### src/hdl/assert_macros.svh
// Assertion macros shared by the spline sampler modules.
`ifndef ASSERT_MACROS_SVH
`define ASSERT_MACROS_SVH

// Property must hold at every clock edge outside reset.
`define CCBS_ASSERT(label, prop, msg) \
   label: assert property (@(posedge clock) disable iff (reset) (prop)) else $error(msg);

// Condition must never be seen at a clock edge outside reset.
`define CCBS_NEVER(label, cond, msg) \
   label: assert property (@(posedge clock) disable iff (reset) !(cond)) else $error(msg);

`endif

### src/hdl/ccbs_pkg.sv
// Shared constants, types and the basis weight table of the spline sampler.
package ccbs_pkg;

   // Samples per segment and the derived fixed-point geometry
   localparam int SAMPLES   = 16;
   localparam int SEG_D     = SAMPLES - 1;
   localparam int D3        = SEG_D * SEG_D * SEG_D;
   localparam int DEN       = 6 * D3;
   localparam int D2        = 2 * DEN;
   localparam int WGT_W     = $clog2(4 * D3 + 1);
   localparam int PROD_W    = 16 + WGT_W + 1;
   localparam int PAIR_W    = PROD_W + 1;
   localparam int NB_W      = 17 + $clog2(DEN + 1);
   localparam int EXT_W     = NB_W + 4;
   localparam int RECIP_W   = NB_W - $clog2(D2) + 2;
   localparam int Q_W       = 17;
   localparam int D2_W      = $clog2(D2 + 1);
   localparam int QD_W      = Q_W + D2_W;
   localparam int RW_W      = ((QD_W > NB_W) ? QD_W : NB_W) + 1;
   localparam int J_W       = (SAMPLES > 2) ? $clog2(SAMPLES) : 1;

   // Rounding bias shifts the numerator positive; reciprocal replaces the divide
   localparam longint BIAS  = longint'(DEN) + 64'sd32768 * longint'(D2);
   localparam longint RECIP = (64'sd1 <<< NB_W) / longint'(D2);

   localparam logic [J_W-1:0]     J_LAST  = J_W'(SAMPLES - 1);
   localparam logic [RECIP_W-1:0] RECIP_V = RECIP_W'(RECIP);
   localparam logic [D2_W-1:0]    D2_V    = D2_W'(D2);
   localparam logic [15:0]        COORD_MAX = 16'h7fff;

   // Segment index of the final wrap segment of a close
   localparam logic [1:0] SEG_LAST_CLOSE = 2'd2;
   localparam logic [1:0] SEG_LAST_POINT = 2'd0;
   localparam logic [1:0] SEEN_FULL      = 2'd3;

   // Command queue geometry
   localparam int QUEUE_DEPTH = 4;
   localparam int QPTR_W      = $clog2(QUEUE_DEPTH);
   localparam int QCNT_W      = $clog2(QUEUE_DEPTH + 1);

   typedef enum logic {
      KIND_POINT = 1'b0,
      KIND_CLOSE = 1'b1
   } kind_type;

   typedef struct packed {
      logic signed [15:0] y;
      logic signed [15:0] x;
   } point_type;

   // One queued job: a six-point window, one segment or three wrap segments
   typedef struct packed {
      logic                close;
      point_type [5:0]     pts;
   } seg_cmd_type;

   typedef struct packed {
      logic full;
      logic valid;
   } q_status_type;

   typedef logic signed [PROD_W-1:0] prod_type;
   typedef logic signed [PAIR_W-1:0] pair_type;
   typedef logic signed [EXT_W-1:0]  ext_type;
   typedef logic [NB_W-1:0]          nb_type;
   typedef logic [NB_W+RECIP_W-1:0]  rp_type;
   typedef logic [Q_W-1:0]           q_type;
   typedef logic [Q_W:0]             qx_type;
   typedef logic [QD_W-1:0]          qd_type;
   typedef logic [RW_W-1:0]          rw_type;

   typedef logic [SAMPLES-1:0][3:0][WGT_W-1:0] wgt_table_type;

   // Basis weights scaled by 6*d^3, one row per sample position
   function automatic wgt_table_type make_wgt_table();
      wgt_table_type t;
      int w0, w1, w2, w3;
      for (int j = 0; j < SAMPLES; j++) begin
         w0 = (SEG_D - j) * (SEG_D - j) * (SEG_D - j);
         w1 = 3 * j * j * j - 6 * j * j * SEG_D + 4 * D3;
         w2 = -3 * j * j * j + 3 * j * j * SEG_D + 3 * j * SEG_D * SEG_D + D3;
         w3 = j * j * j;
         t[j][0] = WGT_W'(w0);
         t[j][1] = WGT_W'(w1);
         t[j][2] = WGT_W'(w2);
         t[j][3] = WGT_W'(w3);
      end
      return t;
   endfunction

   localparam wgt_table_type WGT_TABLE = make_wgt_table();

endpackage

### src/hdl/ccbs_queue.sv
// Short job queue between the front end and the sampler.
`include "assert_macros.svh"

module ccbs_queue (
   input  logic                      clock,
   input  logic                      reset,
   input  logic                      push,
   input  ccbs_pkg::seg_cmd_type     push_data,
   input  logic                      pop,
   output ccbs_pkg::seg_cmd_type     pop_data,
   output ccbs_pkg::q_status_type    status
);
   import ccbs_pkg::*;

   seg_cmd_type         slot_ff [QUEUE_DEPTH];
   logic [QPTR_W-1:0]   wr_ptr_ff, wr_ptr_in;
   logic [QPTR_W-1:0]   rd_ptr_ff, rd_ptr_in;
   logic [QCNT_W-1:0]   count_ff, count_in;

   assign pop_data     = slot_ff[rd_ptr_ff];
   assign status.full  = (count_ff == QCNT_W'(QUEUE_DEPTH));
   assign status.valid = (count_ff != '0);

   // Advance pointers and occupancy
   always_comb begin
      wr_ptr_in = wr_ptr_ff;
      rd_ptr_in = rd_ptr_ff;
      count_in  = count_ff;
      if (push) begin
         wr_ptr_in = (wr_ptr_ff == QPTR_W'(QUEUE_DEPTH - 1)) ? '0 : wr_ptr_ff + 1'b1;
      end
      if (pop) begin
         rd_ptr_in = (rd_ptr_ff == QPTR_W'(QUEUE_DEPTH - 1)) ? '0 : rd_ptr_ff + 1'b1;
      end
      if (push && !pop) begin
         count_in = count_ff + 1'b1;
      end else if (pop && !push) begin
         count_in = count_ff - 1'b1;
      end
   end

   always_ff @(posedge clock) begin
      if (reset) begin
         wr_ptr_ff <= '0;
         rd_ptr_ff <= '0;
         count_ff  <= '0;
      end else begin
         wr_ptr_ff <= wr_ptr_in;
         rd_ptr_ff <= rd_ptr_in;
         count_ff  <= count_in;
      end
   end

   // Store pushed jobs
   always_ff @(posedge clock) begin
      if (push) begin
         slot_ff[wr_ptr_ff] <= push_data;
      end
   end

   `CCBS_NEVER(a_no_underflow, pop && !status.valid, "job queue popped while empty")
   `CCBS_ASSERT(a_count_track, (push && !pop && !status.full) |=> count_ff == $past(count_ff) + 1'b1,
                "job queue occupancy lost a push")

endmodule

### config.mk
export PLATFORM = sky130hd
export DESIGN_NAME = ccbs_queue
export DESIGN_NICKNAME = d
export VERILOG_FILES = /design/src/hdl/ccbs_pkg.sv /design/src/hdl/ccbs_queue.sv
export VERILOG_INCLUDE_DIRS = /design/src /design/src/hdl
export SDC_FILE = /design/constraint.sdc
export NUM_CORES = 1
export LEC_CHECK = 0
export BUFFER_PORTS_ARGS = -buffer_cell sky130_fd_sc_hd__buf_2
export CORE_ASPECT_RATIO = 0.75
export CORE_MARGIN = 3
export CORE_UTILIZATION = 50
export CTS_CLUSTER_DIAMETER = 30
export CTS_CLUSTER_SIZE = 8
export DETAILED_ROUTE_END_ITERATION = 12
export GPL_TIMING_DRIVEN = 1
export PLACE_DENSITY = 0.81
export SLEW_MARGIN = 20
export SYNTH_ARGS = -nofsm -noshare
export SYNTH_HDL_FRONTEND = slang
export SYNTH_SLANG_ARGS = --single-unit
### constraint.sdc
create_clock -name clock -period 5.6 [get_ports clock]
set_input_delay 0.84 -clock clock [delete_from_list [all_inputs] [get_ports clock]]
set_output_delay 0.84 -clock clock [all_outputs]
set_load 0.05 [all_outputs]
==> results of run 1 <==
report_power, final:
part           internal (W)  total, W  switching [W]  leakage (nW)
Combinational      0.000468   0.00164        0.00117          3.01
Clock               0.00410   0.00650        0.00240          1.71
Sequential          0.00672   0.00680      0.0000790          7.17
state kept, by name, indices dropped and copies added (netlist names), named ones only:
name	count
count_ff	3
rd_ptr_ff	2
slot_ff	772
wr_ptr_ff	2
synth_stat cells (all sizes together):
cell type	number
edfxtp	772
mux4	193
buf	42
dfxtp	9
nor2	7
ha	6
and2	4
inv	4
mux2i	4
a21oi	2
nor3b	2
or3	2
xor2	2
clkbuf	1
fa	1
o21ai	1
worst max path at each step:
stage / to / slack [ps]
2_1_floorplan: slot_ff[3][0]$_DFFE_PP_ / 1950
3_3_place_gp: pop_data[108] / 2440
3_5_place_dp: pop_data[108] / 2440
4_1_cts: pop_data[108] / 1690
5_1_grt: pop_data[108] / 1590
6_report: pop_data[108] / 1840
metal layers:
layer / GRT usage (%) / routed length (um) / vias up
li1: - / - / 5614
met1: 25.1 / 22400 / 6829
met2: 31.1 / 28900 / 529
met3: 5.72 / 4360 / 125
met4: 6.70 / 1440 / 16
met5: 0 / 114 / -
worst max-delay path, stage by stage (launching register included):
cell	delay, ps
dfxtp_4	860
buf_12	400
mux4_1	670
buf_2	240
final cells by class:
cell class	instances	area share, %
clock buffers	151	9.06
multi-input cells	224	13.6
inverters	4	0.0430
flip-flops and latches	781	67.0
repair buffers	409	6.39
clock inverters	34	1.16
diodes	10	0.0717
well taps	731	2.62
through the flow:
| step | total power, W | setup WS (ps) |
|---|---|---|
| floorplan | 0.00810 | 1950 |
| global placement | 0.00850 | 2440 |
| detailed placement | 0.00855 | 2440 |
| CTS | 0.0151 | 1690 |
| global route | 0.0154 | 1590 |
| finish | 0.0149 | 1840 |
logic make-up (layout without fill, tap and decap cells):
group	after synthesis	count (layout)	share of synthesized area [%]
muxes	197	197	15.9
adders and majority gates	7	7	0.333
other	0	10	0
DFF	781	781	81.9
buffers and inverters	47	598	1.45
xor gates and xnor gates	2	2	0.0614
and+or+nand+nor	15	15	0.276
AOI/OAI and AO/OA	3	3	0.0526
==> results_dict.tcl, run 1 <==
set metrics [dict create \
    synth.cell_area_um2 28500 \
    final_common_cell "edfxtp_1" \
    fmax_mhz 266 \
    hold_depth 1 \
    status "completed" \
    grt_start_max_net_pins 120 \
    synth_nets 1256 \
    place_congestion 0.747 \
    final_cell_mix "edfxtp_1, buf_2, mux4_2" \
    h-tree-depth 3 \
    die_x_um 282 \
    cts_root_buffer "clkbuf_16" \
    fin_hold_ws_ps 392 \
    dp_hpwl_um 32600 \
    yosysTopAreaCell "edfxtp_1" \
    clockBufferDepth 3 \
    place_area_um2 31300 \
    dp_cells 2149 \
    antenna_left 0 \
    holdBufCountCts 0 \
    synth-seq-cells 781 \
    required_ps 4760 \
    cts.clk_slew.worst_paths_ps 50 \
    cts_tree "built" \
    final_nets 1745 \
    die_h_um 213 \
    clock_latency_ps 660 \
    routed_via_density 5.59 \
    finalClockSkew_ps 23.1 \
    cts_buffers 121 \
    finalCriticalPeriod_ps 3760 \
    crit_arrival_ps 2920 \
    slew_violations 0 \
    num_rows 75 \
    core_area_um2 56200 \
    grt_overflow 0 \
    p_per_area_nw_per_um2 428 \
    min_path_type "in2reg" \
    start_kind "register" \
    reg2reg_from "wr_ptr_ff[0]$_SDFFE_PP0P_" \
    synth_cell_type_count 21 \
    first_pass_iters 5 \
    stdcell_area_um2 34900 \
    period_share_pct 67.1 \
    antenna_found_initial 16 \
    hold_viol 0 \
    end_kind "output pin" \
    die_area_um2 60000 \
    hold_end "slot_ff[1][80]$_DFFE_PP_" \
    grt_pass1_vias 13900 \
    grtUsageTotal_pct 19.2 \
    final_layout_size_suffix_gt1_share_pct 44.5 \
    portBuffers 391 \
    clock-sinks 781 \
    fillers 3646 \
    crit_path_max_fanout 54 \
    stdcell_count 2344 \
    syn_area_per_cell_um2 27.1 \
    area_delta_synth_final_pct 22.3 \
    fin_setup_tns_ps 0 \
    grt_pass1_wl_um 85300 \
    min_from "push_data[80]" \
    ioPinCount 392 \
    multi_input_area_um2 4760 \
    yosysSeqAreaShare_pct 81.9 \
    drtIter0Drc 898 \
    wl_um 57200 \
    rr_endpoint "slot_ff[1][42]$_DFFE_PP_" \
    r2r.worst_path.cells 3 \
    start_util_pct 50.8 \
    fin_util_pct 62.1 \
    crit_type "reg2out" \
    post_cts_resized 0 \
    vias 13100 \
    leakage_nw 11.9 \
    synth_warnings 0 \
    finalSetupViolCount 0 \
    yosys.area.top_type_share_pct 81.3 \
    register_area_um2 23400 \
    yosys-top-cells-area "edfxtp_1, mux4_2, mux4_1" \
    postCtsSetupRepairBufs 0 \
    maxSlewHeadroom_pct 41.9 \
    tightestPinTransition_ps 871 \
    drv_cap 0 \
    routedWlPerCell_um 24.4 \
    rrSetupSlack_ps 3310 \
    peakVddDrop_mv 0.472 \
    postSynthCellCount 1052 \
    drc 0 \
    rsz0062_at_grt "no" \
]
(Power assumes the default switching activity.)
==> inputs of run 2 (changes only) <==
PLACE_DENSITY = 0.78   (was 0.81)
clock period = 3.5 ns   (was 5.6 ns; I/O delays follow)
==> results_dict.tcl, run 2 (synthesis results as in run 1) <==
set metrics [dict create \
    power_w 0.0241 \
    antenna_found_initial 14 \
    holdBufCountCts 0 \
    reg2reg_from "wr_ptr_ff[0]$_SDFFE_PP0P_" \
    grt_pass1_vias 14200 \
    final_common_cell "edfxtp_1" \
    largest_reg_flops 772 \
    vias 13200 \
    clock_latency_ps 640 \
    crit_type "reg2out" \
    start_kind "register" \
    slew_violations 0 \
    ioPinCount 392 \
    reg_top3 "slot_ff x772, count_ff x3" \
    crit_arrival_ps 2640 \
    num_rows 75 \
    area_delta_synth_final_pct 23.6 \
    min_path_type "in2reg" \
    fillers 3621 \
    start_util_pct 50.8 \
    routed_via_density 5.58 \
    largest_register "slot_ff" \
    end_kind "output pin" \
    rr_endpoint "slot_ff[2][183]$_DFFE_PP_" \
    r2r.worst_path.cells 4 \
    place_congestion 0.749 \
    grtUsageTotal_pct 19.7 \
    die_area_um2 60000 \
    clockBufferDepth 3 \
    grt_pass1_wl_um 87500 \
    min_from "push_data[9]" \
    antenna_left 0 \
    required_ps 2970 \
    finalClockSkew_ps 19.4 \
    die_h_um 213 \
    final_layout_size_suffix_gt1_share_pct 45.7 \
    routedWlPerCell_um 24.9 \
    cts_buffers 121 \
    hold_depth 1 \
    core_area_um2 56200 \
    fin_hold_ws_ps 78.0 \
    fin_setup_tns_ps 0 \
    tightestPinTransition_ps 767 \
    wl_um 58900 \
    peakVddDrop_mv 0.521 \
    drv_cap 0 \
    clock-sinks 781 \
    crit_path_max_fanout 23 \
    rrSetupSlack_ps 1470 \
    post_cts_resized 0 \
    dpl_worst_slack_ps 992 \
    p_per_area_nw_per_um2 683 \
    finalSetupViolCount 0 \
    drtIter0Drc 959 \
    hold_end "slot_ff[0][9]$_DFFE_PP_" \
    first_pass_iters 5 \
    fmax_mhz 316 \
    rsz0062_at_grt "no" \
    maxSlewHeadroom_pct 48.8 \
    finalCriticalPeriod_ps 3160 \
    postCtsSetupRepairBufs 0 \
    die_x_um 282 \
    dp_hpwl_um 35400 \
    h-tree-depth 3 \
    leakage_nw 12.1 \
    period_share_pct 90.3 \
    cts_root_buffer "clkbuf_16" \
    hold_viol 0 \
    cts_tree "built" \
    drc 0 \
    grt_start_max_net_pins 95 \
    status "completed" \
    final_cell_mix "edfxtp_1, buf_2, mux4_2" \
    grt_overflow 0 \
    cts.clk_slew.worst_paths_ps 50 \
    portBuffers 391 \
    final.setup.worst_slack_ps 338 \
    final_nets 1775 \
]
[run 2: cell types whose count changed in the layout (fill, tap and decap cells not counted), sizes merged]
| cell | before | now |
|---|---|---|
| bufinv | 4 | 6 |
| diode | 10 | 9 |
| clkbuf | 151 | 145 |
| clkinvlp | 4 | 3 |
| buf | 409 | 439 |
| inv | 5 | 6 |
[run 2: stage by stage]
stage	cells	area (um^2)	util, %
after CTS	2360	35200	62.7
after detailed placement	2179	31600	56.3
final	2369	35200	62.7
after global routing	2364	35200	62.7
after floorplan	1052	28500	-
after global placement	2179	31600	56.3
[run 2: worst max-delay path, stage by stage, from the launching register on]
cell	delay, ps
dfxtp_4	630
buf_4	450
mux4_1	640
buf_2	240
[run 2: worst max path at each step]
stage | start | end | slack, ps | depth (start not counted)
after floorplan | wr_ptr_ff[0]$_SDFFE_PP0P_ | slot_ff[3][0]$_DFFE_PP_ | 140 | 2
after global placement | register | pop_data[46] | 1020 | 4
after detailed placement | register | pop_data[104] | 990 | 3
after CTS | register | pop_data[104] | 240 | 3
after global routing | register | pop_data[168] | 170 | 3
final | register | pop_data[104] | 340 | 3
[run 2: power breakdown]
group / leakage [nW] / switching [W] / internal [W]
registers: 7.17 / 0.000113 / 0.0108
logic: 3.20 / 0.00190 / 0.000798
clock network: 1.73 / 0.00385 / 0.00666
total: 12.1 / 0.00587 / 0.0182
[run 2: per-layer routing]
metal / track usage (%) / share of wire [%]
met4: 6.02 / 2.0
met3: 6.71 / 8.1
met2: 33.3 / 52
met1: 24.3 / 38
met5: 0 / 0.13
[run 2: area by class of cell]
type	instances	area (um^2)	area share (%)
Inverter	4	15.0	0.0426
Tap cell	731	915	2.59
Clock inverter	36	465	1.32
Sequential cell	781	23400	66.3
Timing Repair Buffer	439	2580	7.32
Clock buffer	145	3120	8.85
Multi-Input combinational cell	224	4760	13.5
Antenna cell	9	22.5	0.0639
