===== src/hdl/assert_macros.svh =====
// Assertion macros shared by the spline sampler modules.
`ifndef ASSERT_MACROS_SVH
`define ASSERT_MACROS_SVH

// Property must hold at every clock edge outside reset.
`define CCBS_ASSERT(label, prop, msg) \
   label: assert property (@(posedge clock) disable iff (reset) (prop)) else $error(msg);

// Condition must never be seen at a clock edge outside reset.
`define CCBS_NEVER(label, cond, msg) \
   label: assert property (@(posedge clock) disable iff (reset) !(cond)) else $error(msg);

`endif


===== src/hdl/ccbs_pkg.sv =====
// Shared constants, types and the basis weight table of the spline sampler.
package ccbs_pkg;

   // Samples per segment and the derived fixed-point geometry
   localparam int SAMPLES   = 16;
   localparam int SEG_D     = SAMPLES - 1;
   localparam int D3        = SEG_D * SEG_D * SEG_D;
   localparam int DEN       = 6 * D3;
   localparam int D2        = 2 * DEN;
   localparam int WGT_W     = $clog2(4 * D3 + 1);
   localparam int PROD_W    = 16 + WGT_W + 1;
   localparam int PAIR_W    = PROD_W + 1;
   localparam int NB_W      = 17 + $clog2(DEN + 1);
   localparam int EXT_W     = NB_W + 4;
   localparam int RECIP_W   = NB_W - $clog2(D2) + 2;
   localparam int Q_W       = 17;
   localparam int D2_W      = $clog2(D2 + 1);
   localparam int QD_W      = Q_W + D2_W;
   localparam int RW_W      = ((QD_W > NB_W) ? QD_W : NB_W) + 1;
   localparam int J_W       = (SAMPLES > 2) ? $clog2(SAMPLES) : 1;

   // Rounding bias shifts the numerator positive; reciprocal replaces the divide
   localparam longint BIAS  = longint'(DEN) + 64'sd32768 * longint'(D2);
   localparam longint RECIP = (64'sd1 <<< NB_W) / longint'(D2);

   localparam logic [J_W-1:0]     J_LAST  = J_W'(SAMPLES - 1);
   localparam logic [RECIP_W-1:0] RECIP_V = RECIP_W'(RECIP);
   localparam logic [D2_W-1:0]    D2_V    = D2_W'(D2);
   localparam logic [15:0]        COORD_MAX = 16'h7fff;

   // Segment index of the final wrap segment of a close
   localparam logic [1:0] SEG_LAST_CLOSE = 2'd2;
   localparam logic [1:0] SEG_LAST_POINT = 2'd0;
   localparam logic [1:0] SEEN_FULL      = 2'd3;

   // Command queue geometry
   localparam int QUEUE_DEPTH = 4;
   localparam int QPTR_W      = $clog2(QUEUE_DEPTH);
   localparam int QCNT_W      = $clog2(QUEUE_DEPTH + 1);

   typedef enum logic {
      KIND_POINT = 1'b0,
      KIND_CLOSE = 1'b1
   } kind_type;

   typedef struct packed {
      logic signed [15:0] y;
      logic signed [15:0] x;
   } point_type;

   // One queued job: a six-point window, one segment or three wrap segments
   typedef struct packed {
      logic                close;
      point_type [5:0]     pts;
   } seg_cmd_type;

   typedef struct packed {
      logic full;
      logic valid;
   } q_status_type;

   typedef logic signed [PROD_W-1:0] prod_type;
   typedef logic signed [PAIR_W-1:0] pair_type;
   typedef logic signed [EXT_W-1:0]  ext_type;
   typedef logic [NB_W-1:0]          nb_type;
   typedef logic [NB_W+RECIP_W-1:0]  rp_type;
   typedef logic [Q_W-1:0]           q_type;
   typedef logic [Q_W:0]             qx_type;
   typedef logic [QD_W-1:0]          qd_type;
   typedef logic [RW_W-1:0]          rw_type;

   typedef logic [SAMPLES-1:0][3:0][WGT_W-1:0] wgt_table_type;

   // Basis weights scaled by 6*d^3, one row per sample position
   function automatic wgt_table_type make_wgt_table();
      wgt_table_type t;
      int w0, w1, w2, w3;
      for (int j = 0; j < SAMPLES; j++) begin
         w0 = (SEG_D - j) * (SEG_D - j) * (SEG_D - j);
         w1 = 3 * j * j * j - 6 * j * j * SEG_D + 4 * D3;
         w2 = -3 * j * j * j + 3 * j * j * SEG_D + 3 * j * SEG_D * SEG_D + D3;
         w3 = j * j * j;
         t[j][0] = WGT_W'(w0);
         t[j][1] = WGT_W'(w1);
         t[j][2] = WGT_W'(w2);
         t[j][3] = WGT_W'(w3);
      end
      return t;
   endfunction

   localparam wgt_table_type WGT_TABLE = make_wgt_table();

endpackage


===== src/hdl/ccbs_front.sv =====
// Front end: takes input transactions, tracks control points, queues segment jobs.
`include "assert_macros.svh"

module ccbs_front (
   input  logic                      clock,
   input  logic                      reset,
   input  logic                      req_tvalid,
   output logic                      req_tready,
   input  logic [31:0]               req_tdata,   // point_x [15:0], point_y [31:16]
   input  logic                      req_tuser,   // kind [0]
   input  ccbs_pkg::q_status_type    q_status,
   output logic                      q_push,
   output ccbs_pkg::seg_cmd_type     q_push_data
);
   import ccbs_pkg::*;

   point_type        first_ff [3];
   point_type        recent_ff [3];
   logic [1:0]       seen_ff, seen_in;
   logic             accept;
   kind_type         kind;
   point_type        pt;

   assign req_tready = !q_status.full;
   assign accept     = req_tvalid && req_tready;
   assign kind       = kind_type'(req_tuser);
   assign pt         = point_type'(req_tdata);

   // Build the job window and decide whether it is queued
   always_comb begin
      q_push_data.close  = (kind == KIND_CLOSE);
      q_push_data.pts[0] = recent_ff[0];
      q_push_data.pts[1] = recent_ff[1];
      q_push_data.pts[2] = recent_ff[2];
      q_push_data.pts[3] = (kind == KIND_CLOSE) ? first_ff[0] : pt;
      q_push_data.pts[4] = first_ff[1];
      q_push_data.pts[5] = first_ff[2];
      q_push = accept && (seen_ff == SEEN_FULL);
   end

   // Count points, saturate at three, clear on close
   always_comb begin
      seen_in = seen_ff;
      if (accept) begin
         unique case (kind)
            KIND_POINT: if (seen_ff != SEEN_FULL) seen_in = seen_ff + 2'd1;
            KIND_CLOSE: seen_in = '0;
            default:    seen_in = seen_ff;
         endcase
      end
   end

   always_ff @(posedge clock) begin
      if (reset) begin
         seen_ff <= '0;
      end else begin
         seen_ff <= seen_in;
      end
   end

   // Capture the first points and slide the recent window
   always_ff @(posedge clock) begin
      if (accept && kind == KIND_POINT) begin
         if (seen_ff != SEEN_FULL) begin
            first_ff[seen_ff] <= pt;
         end
         recent_ff[0] <= recent_ff[1];
         recent_ff[1] <= recent_ff[2];
         recent_ff[2] <= pt;
      end
   end

   `CCBS_ASSERT(a_push_needs_three, q_push |-> seen_ff == SEEN_FULL && !q_status.full,
                "segment job queued without three stored points")

endmodule


===== config.mk =====
export PLATFORM = sky130hd
export DESIGN_NAME = ccbs_front
export DESIGN_NICKNAME = d
export VERILOG_FILES = /design/src/hdl/ccbs_pkg.sv /design/src/hdl/ccbs_front.sv
export VERILOG_INCLUDE_DIRS = /design/src /design/src/hdl
export SDC_FILE = /design/constraint.sdc
export NUM_CORES = 1
export LEC_CHECK = 0
export BUFFER_PORTS_ARGS = -buffer_cell sky130_fd_sc_hd__buf_2
export CAP_MARGIN = 20
export CORE_MARGIN = 2
export CORE_UTILIZATION = 52
export CTS_BUF_LIST = sky130_fd_sc_hd__clkbuf_16
export CTS_CLUSTER_DIAMETER = 60
export CTS_CLUSTER_SIZE = 12
export DETAILED_ROUTE_END_ITERATION = 12
export MAX_ROUTING_LAYER = met4
export PLACE_DENSITY = 0.92
export SLEW_MARGIN = 20
export SYNTH_ARGS = -nofsm -noshare
export SYNTH_HDL_FRONTEND = slang
export SYNTH_SLANG_ARGS = --single-unit

===== constraint.sdc =====
create_clock -name clock -period 14.9 [get_ports clock]
set_clock_uncertainty 0.1 [all_clocks]
set_input_delay 2.98 -clock clock [delete_from_list [all_inputs] [get_ports clock]]
set_output_delay 2.98 -clock clock [all_outputs]
set_load 0.02 [all_outputs]

==> results of run 1 <==
## logic make-up (layout without fill, tap and decap cells)
group,after synthesis,in the layout,share of synthesized area [%]
buffers and inverters,8,267,0.826
AOI/OAI and AO/OA,4,4,0.315
muxes,32,32,5.66
DFF,194,194,91.3
and+or+nand+nor,10,10,1.14
adders and majority gates,4,4,0.787
## state kept, by name, summed over array words and instances, names as in the netlist
signal,cells
first_ff,96
recent_ff,96
seen_ff,2
## worst max path at each step
stage / slack [ps] / cells past startpoint / start / endpoint
after global routing: 7390 / 3 / req_tuser / q_push_data[126]
after CTS: 7460 / 3 / req_tuser / q_push_data[123]
final: 7460 / 3 / req_tuser / q_push_data[104]
after floorplan: 6960 / 3 / req_tuser / recent_ff[0][0]$_DFFE_PP_
after detailed placement: 7470 / 3 / req_tuser / q_push_data[104]
after global placement: 7510 / 3 / req_tuser / q_push_data[103]
## area by class of cell
cell class                      count  area (µm²)
Sequential cell                   194        5810
Fill cell                         760        3710
Timing Repair Buffer              232        1160
Multi-Input combinational cell     50         514
Clock buffer                       17         425
Tap cell                          147         184
Clock inverter                     15         150
Inverter                            3        11.3
## per-layer routing
metal | GRT usage (%) | vias to the layer above | wire [µm]
met5 | - | - | 0
met4 | 9.11 | 0 | 256
met3 | 5.56 | 22 | 798
met2 | 33.3 | 151 | 6780
met1 | 23.3 | 1658 | 4930
li1 | - | 1504 | -
## Yosys cell counts
| library cell | instances | share of area, % |
|---|---|---|
| sky130_fd_sc_hd__and2_1 | 3 | 0.30 |
| sky130_fd_sc_hd__nor4b_4 | 1 | 0.37 |
| sky130_fd_sc_hd__ha_1 | 4 | 0.79 |
| sky130_fd_sc_hd__buf_4 | 4 | 0.47 |
| sky130_fd_sc_hd__a21oi_1 | 2 | 0.16 |
| sky130_fd_sc_hd__inv_1 | 3 | 0.18 |
| sky130_fd_sc_hd__mux2_2 | 32 | 5.7 |
| sky130_fd_sc_hd__dfxtp_1 | 2 | 0.63 |
| sky130_fd_sc_hd__nand2_1 | 2 | 0.12 |
| sky130_fd_sc_hd__nor2_1 | 1 | 0.059 |
| sky130_fd_sc_hd__and3_1 | 1 | 0.098 |
| sky130_fd_sc_hd__nor2b_1 | 1 | 0.098 |
| sky130_fd_sc_hd__o21ai_0 | 2 | 0.16 |
| sky130_fd_sc_hd__nand2b_1 | 1 | 0.098 |
| sky130_fd_sc_hd__edfxtp_1 | 192 | 91 |
| sky130_fd_sc_hd__buf_6 | 1 | 0.18 |
## power groups by stage
stage                     clock (mW)  combinational, mW  sequential, mW
after CTS                      0.443             0.0555           0.614
after floorplan                    0             0.0222           0.635
final                          0.436             0.0548           0.614
after global routing           0.461             0.0584           0.615
after global placement             0             0.0536           0.625
after detailed placement           0             0.0552           0.626
## per-stage QoR
stage | instance area (µm²) | total power, mW | instances | hold slack (ps) | utilization [%]
4_1_cts | 8250 | 1.11 | 658 | 338 | 69.0
2_1_floorplan | 6360 | 0.657 | 252 | 378 | -
6_report | 8250 | 1.10 | 658 | 335 | 69.0
3_3_place_gp | 7680 | 0.679 | 626 | 325 | 64.2
3_5_place_dp | 7680 | 0.681 | 626 | 326 | 64.2
5_1_grt | 8250 | 1.13 | 658 | 348 | 69.0
==> out/results.md, run 1 <==
| Stage | Item | This run |
| --- | --- | --- |
| worst setup path | Kind of capture point of the worst setup path | output pin |
| clock network | Clock tree from TritonCTS | built |
| power | Switching portion of total power | 21.9% |
| worst setup path | Worst path most repeated cell | sky130_fd_sc_hd__buf_2 |
| timing | Final min period | 7440 ps |
| die | Vertical die dimension | 115 µm |
| worst setup path | Startpoint of the worst-slack reg-to-reg timing path | seen_ff[0]$_SDFFE_PP0P_ |
| timing | Count of pins over their slew limit | 0 |
| synthesis | Avg Inst Size Synth | 25.2 µm² |
| timing | Tightest Pin Transition | 1050 ps |
| placed design | Place WS | 7470 ps |
| timing | Final period utilization | 49.9% |
| worst setup path | Data required time at the worst endpoint | 11820 ps |
| clock network | Clock-pin slew of the registers on the worst-case setup and hold paths | 70 ps |
| timing | Unrepaired setup endpoints after global routing | false |
| synthesis | Synthesized instance count | 252 |
| grt | Antenna violations before repair | 0 |
| detailed routing | DR iter-0 viols | 403 |
| worst setup path | Cell at the slowest stage of the critical path | sky130_fd_sc_hd__buf_2 |
| die | DIE AREA | 0.0131 mm² |
| worst setup path | Total buffers and inverters traversed by the critical path | 2 |
| power | PwrDens | 134 mW/mm² |
| synthesis | Count of synthesis-stage warnings from yosys | 0 |
| grt | Total track usage | 20.2% |
| grt | Vias in the first global route | 3321 |
| cells and area | Layout overhead on the synthesized area | 29.8% |
| clock network | Number of clock sinks | 194 |
| placed design | I/O Buffers | 231 |
| clock network | Setup bufs post-CTS | 0 |
| clock network | Number of buffers inserted for hold repair after clock tree synthesis | 0 |
| worst setup path | Depth of the most critical reg-to-reg path | 3 |
| grt | Global-route wire length before repair | 18500 µm |
| clock network | Clock latency on the worst-skew pair | 420 ps |
| clock network | Resized cells post-CTS | 0 |
| die | I/O pin total | 233 |
| job | Max Cap Violations | 0 |
| detailed routing | First drt pass iteration count | 4 |
| detailed routing | Drt via density | 5.07 |
| power | Reported net switching power | 241 µW |
| grt | Remaining global-route overflow | 0 |
| timing | Headroom to the max-slew limit | 29.9% |
| timing | Hold Violations, Final | 0 |
| timing | Setup-violating endpoint count in the final report | 0 |
| worst setup path | CP Class | primary input to output pin |
| placed design | Final HPWL DP | 8280 µm |
| cells and area | Most common library cell in the layout ignoring fill and taps | sky130_fd_sc_hd__buf_2 |
| cells and area | Fraction of layout cells with a size suffix above 1 | 58.9% |
| grt | Maximum number of pins on one net before global-route repair | 81 |
| detailed routing | Post-route DRC violation count | 0 |
| die | Standard cell core area | 0.0120 mm² |
| worst setup path | Highest fanout seen on the critical path | 36 |
| worst setup path | Dominant delay contributor by cell family on the critical path | buffers and inverters |
| power | Leak Pwr | 3.15 nW |
| cells and area | Diode insertion count for antenna repair | 0 |
| detailed routing | Total Routed Length | 12800 µm |
| worst setup path | Signal arrival time at the worst endpoint | 4360 ps |
| detailed routing | Via count | 3335 |
| timing | Final TNS setup | 0 ps |
| worst setup path | Peak per-stage delay on the critical path | 770 ps |
| synthesis | Mapped cell area | 0.00636 mm² |
| cells and area | Most used cells in the layout excluding fill and tap cells | sky130_fd_sc_hd__buf_2, sky130_fd_sc_hd__edfxtp_1, sky130_fd_sc_hd__mux2_2 |
| power | Gate power share | 5.0% |
| clock network | Root buffer cell | sky130_fd_sc_hd__clkbuf_16 |
| worst hold path | Type of the most critical hold path | flip-flop to flip-flop |
| power | Internal portion of total power | 863 µW |
| placed design | Placer's final routability congestion estimate | 0.759 |
| clock network | CTS buffer count | 17 |
| die | Initial standard-cell utilization of the core | 53.2% |
| detailed routing | Wirelength per Cell | 19.4 µm |
| synthesis | Count of different cell masters after synthesis | 16 |
| worst setup path | CP cell instances | buf_2 -> mux2_2 -> buf_2 |
| clock network | Max H-tree Level | 4 |
| clock network | Maximum buffer depth of the clock tree | 2 |
| worst setup path | Minimum setup slack among reg-to-reg paths | 12570 ps |
| worst setup path | Critical path startpoint category | primary input |
| cells and area | Total Nets Final | 540 |
| timing | Peak Freq | 134 MHz |
| timing | Worst Setup Slack, final | 7460 ps |
| power | Clock power share | 39.5% |
| worst setup path | Crit Reg-Reg Endpoint | first_ff[1][3]$_DFFE_PP_ |
| synthesis | Sequential share of the synthesized area | 91.3% |
| power | Peak supply drop | 0.0933 mV |
| synthesis | Number of register bits inferred by synthesis | 194 |
| detailed routing | Number of nets still failing antenna checks after routing | 0 |
| worst hold path | Launch instance of the worst min-delay path | recent_ff[0][47]$_DFFE_PP_ |
| power | Sequential group share of total power | 55.6% |
| die | Number of placement rows | 40 |
| synthesis | Number of nets produced by synthesis | 294 |
| worst hold path | Number of cells on the worst hold path | 0 |
| die | DIE WIDTH | 115 µm |
| run status | Run status | completed |
| worst hold path | End point of the most critical hold path | recent_ff[0][15]$_DFFE_PP_ |
Note: power is estimated with default switching activity, not from simulation.
==> run 2: changes to the inputs <==
CORE_UTILIZATION = 49   (was 52)
PLACE_DENSITY = 0.88   (was 0.92)
clock period = 7 ns   (was 14.9 ns; I/O delays follow)
==> out/results.md, run 2 (same netlist as run 1, synthesis figures left out) <==
| Stage | Item | This run | Delta |
| --- | --- | --- | --- |
| timing | Hold Violations, Final | 0 | unchanged |
| clock network | Max H-tree Level | 4 | unchanged |
| clock network | CTS buffer count | 17 | unchanged |
| worst setup path | Signal arrival time at the worst endpoint | 2780 ps | -1580 ps |
| detailed routing | Via count | 3356 | +0.63% |
| detailed routing | First drt pass iteration count | 4 | unchanged |
| cells and area | Fraction of layout cells with a size suffix above 1 | 59.0% | +0.080 points |
| timing | Setup-violating endpoint count in the final report | 0 | unchanged |
| die | DIE AREA | 0.0139 mm² | +5.9% |
| detailed routing | Post-route DRC violation count | 0 | unchanged |
| die | Standard cell core area | 0.0127 mm² | +5.9% |
| cells and area | Total Nets Final | 541 | +0.19% |
| clock network | Clock latency on the worst-skew pair | 430 ps | about the same |
| detailed routing | Number of nets still failing antenna checks after routing | 0 | unchanged |
| grt | Remaining global-route overflow | 0 | unchanged |
| worst hold path | Type of the most critical hold path | flip-flop to flip-flop |  |
| clock network | Root buffer cell | sky130_fd_sc_hd__clkbuf_16 |  |
| grt | Antenna violations before repair | 0 | unchanged |
| detailed routing | Wirelength per Cell | 18.6 µm | -4.2% |
| clock network | Clock tree from TritonCTS | built |  |
| power | Final Power | 2.47 mW | +120% |
| cells and area | Most common library cell in the layout ignoring fill and taps | sky130_fd_sc_hd__buf_2 |  |
| power | Leak Pwr | 3.20 nW | +1.6% |
| grt | Global-route wire length before repair | 19200 µm | +4.0% |
| placed design | Placer's final routability congestion estimate | 0.795 | +4.7% |
| cells and area | Filler Cell Count | 882 | +16% |
| placed design | Final HPWL DP | 8180 µm | -1.2% |
| clock network | Resized cells post-CTS | 0 | unchanged |
| cells and area | Final cell count without fillers | 684 | +4.0% |
| clock network | Number of buffers inserted for hold repair after clock tree synthesis | 0 | unchanged |
| worst setup path | CP Class | primary input to output pin |  |
| worst setup path | Kind of capture point of the worst setup path | output pin |  |
| timing | Count of pins over their slew limit | 0 | unchanged |
| timing | Headroom to the max-slew limit | 32.5% | +2.5 points |
| job | Max Cap Violations | 0 | unchanged |
| grt | Total track usage | 19.2% | -1.0 points |
| die | Number of placement rows | 41 | +2.5% |
| grt | Maximum number of pins on one net before global-route repair | 52 | -36% |
| detailed routing | Drt via density | 4.91 | -3.2% |
| worst setup path | Critical path startpoint category | primary input |  |
| cells and area | Layout overhead on the synthesized area | 31.6% |  |
| timing | Peak Freq | 234 MHz |  |
| timing | Final period utilization | 61.1% |  |
| worst setup path | Minimum setup slack among reg-to-reg paths | 4670 ps | -7900 ps |
| die | I/O pin total | 233 | unchanged |
| timing | Min Hold Slack | 342 ps | +6.72 ps |
| run status | Run status | completed |  |
| worst setup path | Highest fanout seen on the critical path | 36 | unchanged |
| clock network | Clock-pin slew of the registers on the worst-case setup and hold paths | 70 ps | about the same |
| cells and area | Most used cells in the layout excluding fill and tap cells | sky130_fd_sc_hd__buf_2, sky130_fd_sc_hd__edfxtp_1, sky130_fd_sc_hd__mux2_2 |  |
| detailed routing | DR iter-0 viols | 220 | -45% |
| die | DIE WIDTH | 118 µm | +2.9% |
| cells and area | Diode insertion count for antenna repair | 0 | unchanged |
| cells and area | Largest registers | first_ff x96, recent_ff x96, seen_ff x2 |  |
| power | PwrDens | 296 mW/mm² | +120% |
| cells and area | Post-layout utilization of the core | 66.1% | -2.9 points |
| grt | Vias in the first global route | 3519 | +6.0% |
| clock network | Number of clock sinks | 194 | unchanged |
| clock network | Setup bufs post-CTS | 0 | unchanged |
| timing | Tightest Pin Transition | 1010 ps | -37.7 ps |
| die | Initial standard-cell utilization of the core | 50.2% | -3.0 points |
| die | Vertical die dimension | 118 µm | +2.9% |
| clock network | Maximum buffer depth of the clock tree | 2 | unchanged |
| placed design | Cells after DPL | 652 | +4.2% |
| worst setup path | Data required time at the worst endpoint | 5500 ps | -6320 ps |
| timing | Final min period | 4280 ps |  |
| timing | Unrepaired setup endpoints after global routing | false |  |
| timing | Final TNS setup | 0 ps | unchanged |
| power | Peak supply drop | 0.178 mV | +91% |
| detailed routing | Total Routed Length | 12700 µm | -0.42% |
| placed design | I/O Buffers | 231 | unchanged |
==> run 2: cell count changes in the layout (fill, tap and decap cells not counted), sizes merged <==
| cell | change |
|---|---|
| clkinvlp | -2 |
| buf | +1 |
| inv | -2 |
| bufinv | +4 |
==> run 2: worst max-delay path, cell delays in order <==
cell and delay (ps):
sky130_fd_sc_hd__buf_2 750, sky130_fd_sc_hd__mux2_2 430, sky130_fd_sc_hd__buf_2 160
==> run 2: power breakdown <==
group	internal (mW)	leakage [nW]	switching (mW)
Combinational	0.0380	1.12	0.0793
Sequential	1.30	1.77	0.00767
Clock	0.638	0.315	0.412
Total	1.98	3.20	0.499
==> run 2: worst paths after layout <==
kind	start	end	depth (start not counted)
worst max-delay path	req_tuser	q_push_data[108]	3
worst min register to register	recent_ff[0][82]$_DFFE_PP_	recent_ff[0][50]$_DFFE_PP_	0
worst max register to register	seen_ff[0]$_SDFFE_PP0P_	first_ff[2][27]$_DFFE_PP_	3
worst min-delay path	recent_ff[0][82]$_DFFE_PP_	recent_ff[0][50]$_DFFE_PP_	0
==> run 2: area by class of cell <==
cell class / instances / area, µm² / share of cell area, %
inverter: 3 / 11.3 / 0.135
sequential: 194 / 5810 / 69.4
clock buffer: 17 / 425 / 5.08
timing repair buffer: 233 / 1170 / 14.0
tap: 172 / 215 / 2.57
clock inverter: 15 / 228 / 2.72
multi-input combinational: 50 / 514 / 6.14
==> run 2: stage by stage <==
step                cell area (µm²)  setup slack (ps)
finish                         8370              2720
floorplan                      6360               642
detailed placement             7720              2750
global placement               7720              2780
CTS                            8370              2730
global route                   8370              2680
==> run 2: routing by layer <==
metal,vias up,global-route usage [%],part of all wire (%)
li1,1497,-,-
met3,24,6.59,5.9
met4,0,7.98,2.2
met1,1674,21.3,39
met5,-,-,0
met2,161,31.8,53
==> run 3: changes to the inputs <==
clock period = 4 ns   (was 7 ns; I/O delays follow)
==> out/results.md, run 3 (same netlist as run 1, synthesis figures left out) <==
| Stage | Item | This run | Delta |
| --- | --- | --- | --- |
| detailed routing | Total Routed Length | 12900 µm | +1.9% |
| detailed routing | Number of nets still failing antenna checks after routing | 0 | unchanged |
| placed design | Cells after DPL | 655 | +0.46% |
| detailed routing | DR iter-0 viols | 188 | -15% |
| clock network | CTS buffer count | 17 | unchanged |
| cells and area | Fraction of layout cells with a size suffix above 1 | 58.8% | -0.23 points |
| worst setup path | Data required time at the worst endpoint | 3100 ps | -2400 ps |
| die | Vertical die dimension | 118 µm | unchanged |
| placed design | Final HPWL DP | 8740 µm | +6.9% |
| die | Initial standard-cell utilization of the core | 50.2% | unchanged |
| timing | Hold Violations, Final | 0 | unchanged |
| worst setup path | Critical path startpoint category | primary input |  |
| worst setup path | Setup crit start | req_tuser |  |
| cells and area | Total Nets Final | 544 | +0.55% |
| cells and area | Most common library cell in the layout ignoring fill and taps | sky130_fd_sc_hd__buf_2 |  |
| worst setup path | Signal arrival time at the worst endpoint | 2190 ps | -590 ps |
| clock network | Clock latency on the worst-skew pair | 420 ps | about the same |
| power | Peak supply drop | 0.361 mV | +100% |
| timing | Final period utilization | 77.1% |  |
| clock network | Number of clock sinks | 194 | unchanged |
| timing | Headroom to the max-slew limit | 30.5% | -2.0 points |
| detailed routing | Drt via density | 4.89 | -0.29% |
| grt | Remaining global-route overflow | 0 | unchanged |
| worst setup path | Startpoint of the worst-slack reg-to-reg timing path | seen_ff[0]$_SDFFE_PP0P_ |  |
| grt | Vias in the first global route | 3490 | -0.82% |
| die | DIE WIDTH | 118 µm | unchanged |
| cells and area | Most used cells in the layout excluding fill and tap cells | sky130_fd_sc_hd__buf_2, sky130_fd_sc_hd__edfxtp_1, sky130_fd_sc_hd__mux2_2 |  |
| grt | Global-route wire length before repair | 19700 µm | +2.5% |
| timing | Min Hold Slack | 343 ps | +0.947 ps |
| clock network | Setup bufs post-CTS | 0 | unchanged |
| clock network | Number of buffers inserted for hold repair after clock tree synthesis | 0 | unchanged |
| worst setup path | End of the critical path | q_push_data[115] |  |
| job | Max Cap Violations | 0 | unchanged |
| clock network | Resized cells post-CTS | 0 | unchanged |
| worst setup path | Highest fanout seen on the critical path | 36 | unchanged |
| run status | Run status | completed |  |
| detailed routing | Via count | 3361 | +0.15% |
| die | I/O pin total | 233 | unchanged |
| placed design | Place WS | 908 ps | -1840 ps |
| timing | Worst Setup Slack, final | 914 ps | -1810 ps |
| grt | Maximum number of pins on one net before global-route repair | 52 | unchanged |
| cells and area | Filler Cell Count | 896 | +1.6% |
| cells and area | Final cell count without fillers | 687 | +0.44% |
| detailed routing | Post-route DRC violation count | 0 | unchanged |
| cells and area | Largest registers | first_ff x96, recent_ff x96, seen_ff x2 |  |
| clock network | Max H-tree Level | 4 | unchanged |
| cells and area | Layout overhead on the synthesized area | 31.6% | unchanged |
| timing | Peak Freq | 324 MHz |  |
| timing | Final TNS setup | 0 ps | unchanged |
| die | Standard cell core area | 0.0127 mm² | unchanged |
| worst setup path | Minimum setup slack among reg-to-reg paths | 1790 ps | -2880 ps |
| placed design | Placer's final routability congestion estimate | 0.777 | -2.3% |
| worst setup path | Depth of the most critical reg-to-reg path | 4 | +1 |
| timing | Setup-violating endpoint count in the final report | 0 | unchanged |
| worst setup path | CP Class | primary input to output pin |  |
| detailed routing | Wirelength per Cell | 18.8 µm | +1.4% |
| power | PwrDens | 497 mW/mm² | +68% |
| timing | Tightest Pin Transition | 1040 ps | +29.6 ps |
| grt | Antenna violations before repair | 1 | +1 |
| grt | Total track usage | 19.7% | +0.49 points |
| detailed routing | First drt pass iteration count | 4 | unchanged |
| clock network | Clock-pin slew of the registers on the worst-case setup and hold paths | 70 ps | about the same |
| power | Leak Pwr | 3.20 nW | -0.17% |
| clock network | Clock tree from TritonCTS | built |  |
| timing | Count of pins over their slew limit | 0 | unchanged |
| placed design | I/O Buffers | 231 | unchanged |
| worst setup path | Kind of capture point of the worst setup path | output pin |  |
| clock network | Maximum buffer depth of the clock tree | 2 | unchanged |
| timing | Unrepaired setup endpoints after global routing | false |  |
| clock network | Root buffer cell | sky130_fd_sc_hd__clkbuf_16 |  |
| worst setup path | Crit Reg-Reg Endpoint | first_ff[1][19]$_DFFE_PP_ |  |
| die | Number of placement rows | 41 | unchanged |
| worst hold path | Type of the most critical hold path | flip-flop to flip-flop |  |
| die | DIE AREA | 0.0139 mm² | unchanged |
| timing | Final min period | 3090 ps |  |
run 3: cell types whose count changed in the layout (fill, tap and decap cells not counted), sizes merged:
cell      change
diode         +1
buf           +3
bufinv        -2
clkinvlp      +1
inv           -1
clkinv        +1
run 3: area by class of cell:
class / instances / area (µm²) / area share, %
flip-flops and latches: 194 / 5810 / 69.4
clock buffers: 17 / 425 / 5.08
inverters: 3 / 11.3 / 0.135
clock inverters: 14 / 165 / 1.97
diodes: 1 / 2.50 / 0.0299
well taps: 172 / 215 / 2.57
multi-input cells: 50 / 514 / 6.14
repair buffers: 236 / 1230 / 14.7
run 3: through the flow:
step,total power [mW],utilization (%),cell area (µm²)
2_1_floorplan,2.44,-,6370
3_3_place_gp,2.53,61.4,7780
3_5_place_dp,2.54,61.4,7780
4_1_cts,4.20,66.0,8370
5_1_grt,4.28,66.1,8370
6_report,4.16,66.1,8370
run 3: how the worst min path moves through the flow:
stage	start	to	slack, ps	depth (start not counted)
detailed placement	recent_ff[0][87]$_DFFE_PP_	recent_ff[0][55]$_DFFE_PP_	330	0
finish	recent_ff[0][74]$_DFFE_PP_	recent_ff[0][42]$_DFFE_PP_	340	0
global route	recent_ff[0][86]$_DFFE_PP_	recent_ff[0][54]$_DFFE_PP_	360	0
global placement	recent_ff[0][93]$_DFFE_PP_	recent_ff[0][61]$_DFFE_PP_	330	0
floorplan	seen_ff[0]$_SDFFE_PP0P_	seen_ff[0]$_SDFFE_PP0P_	380	2
CTS	recent_ff[0][74]$_DFFE_PP_	recent_ff[0][42]$_DFFE_PP_	350	0
run 3: metal layers:
layer  part of all wire (%)  GRT usage (%)  wire (µm)
met1                     40           23.2       5240
met2                     51           31.3       6570
met3                    6.1           5.81        790
met4                    2.6           9.41        343
met5                      0              -          0
run 3: worst max-delay path, cell delays in order:
cell and delay, ps:
sky130_fd_sc_hd__buf_2 770, sky130_fd_sc_hd__mux2_2 420, sky130_fd_sc_hd__buf_2 160
run 3: report_power, final:
part | switching (mW) | leakage, nW | internal (mW) | total (mW)
logic | 0.140 | 1.15 | 0.0684 | 0.208
registers | 0.0134 | 1.77 | 2.27 | 2.29
clock network | 0.687 | 0.284 | 0.977 | 1.66
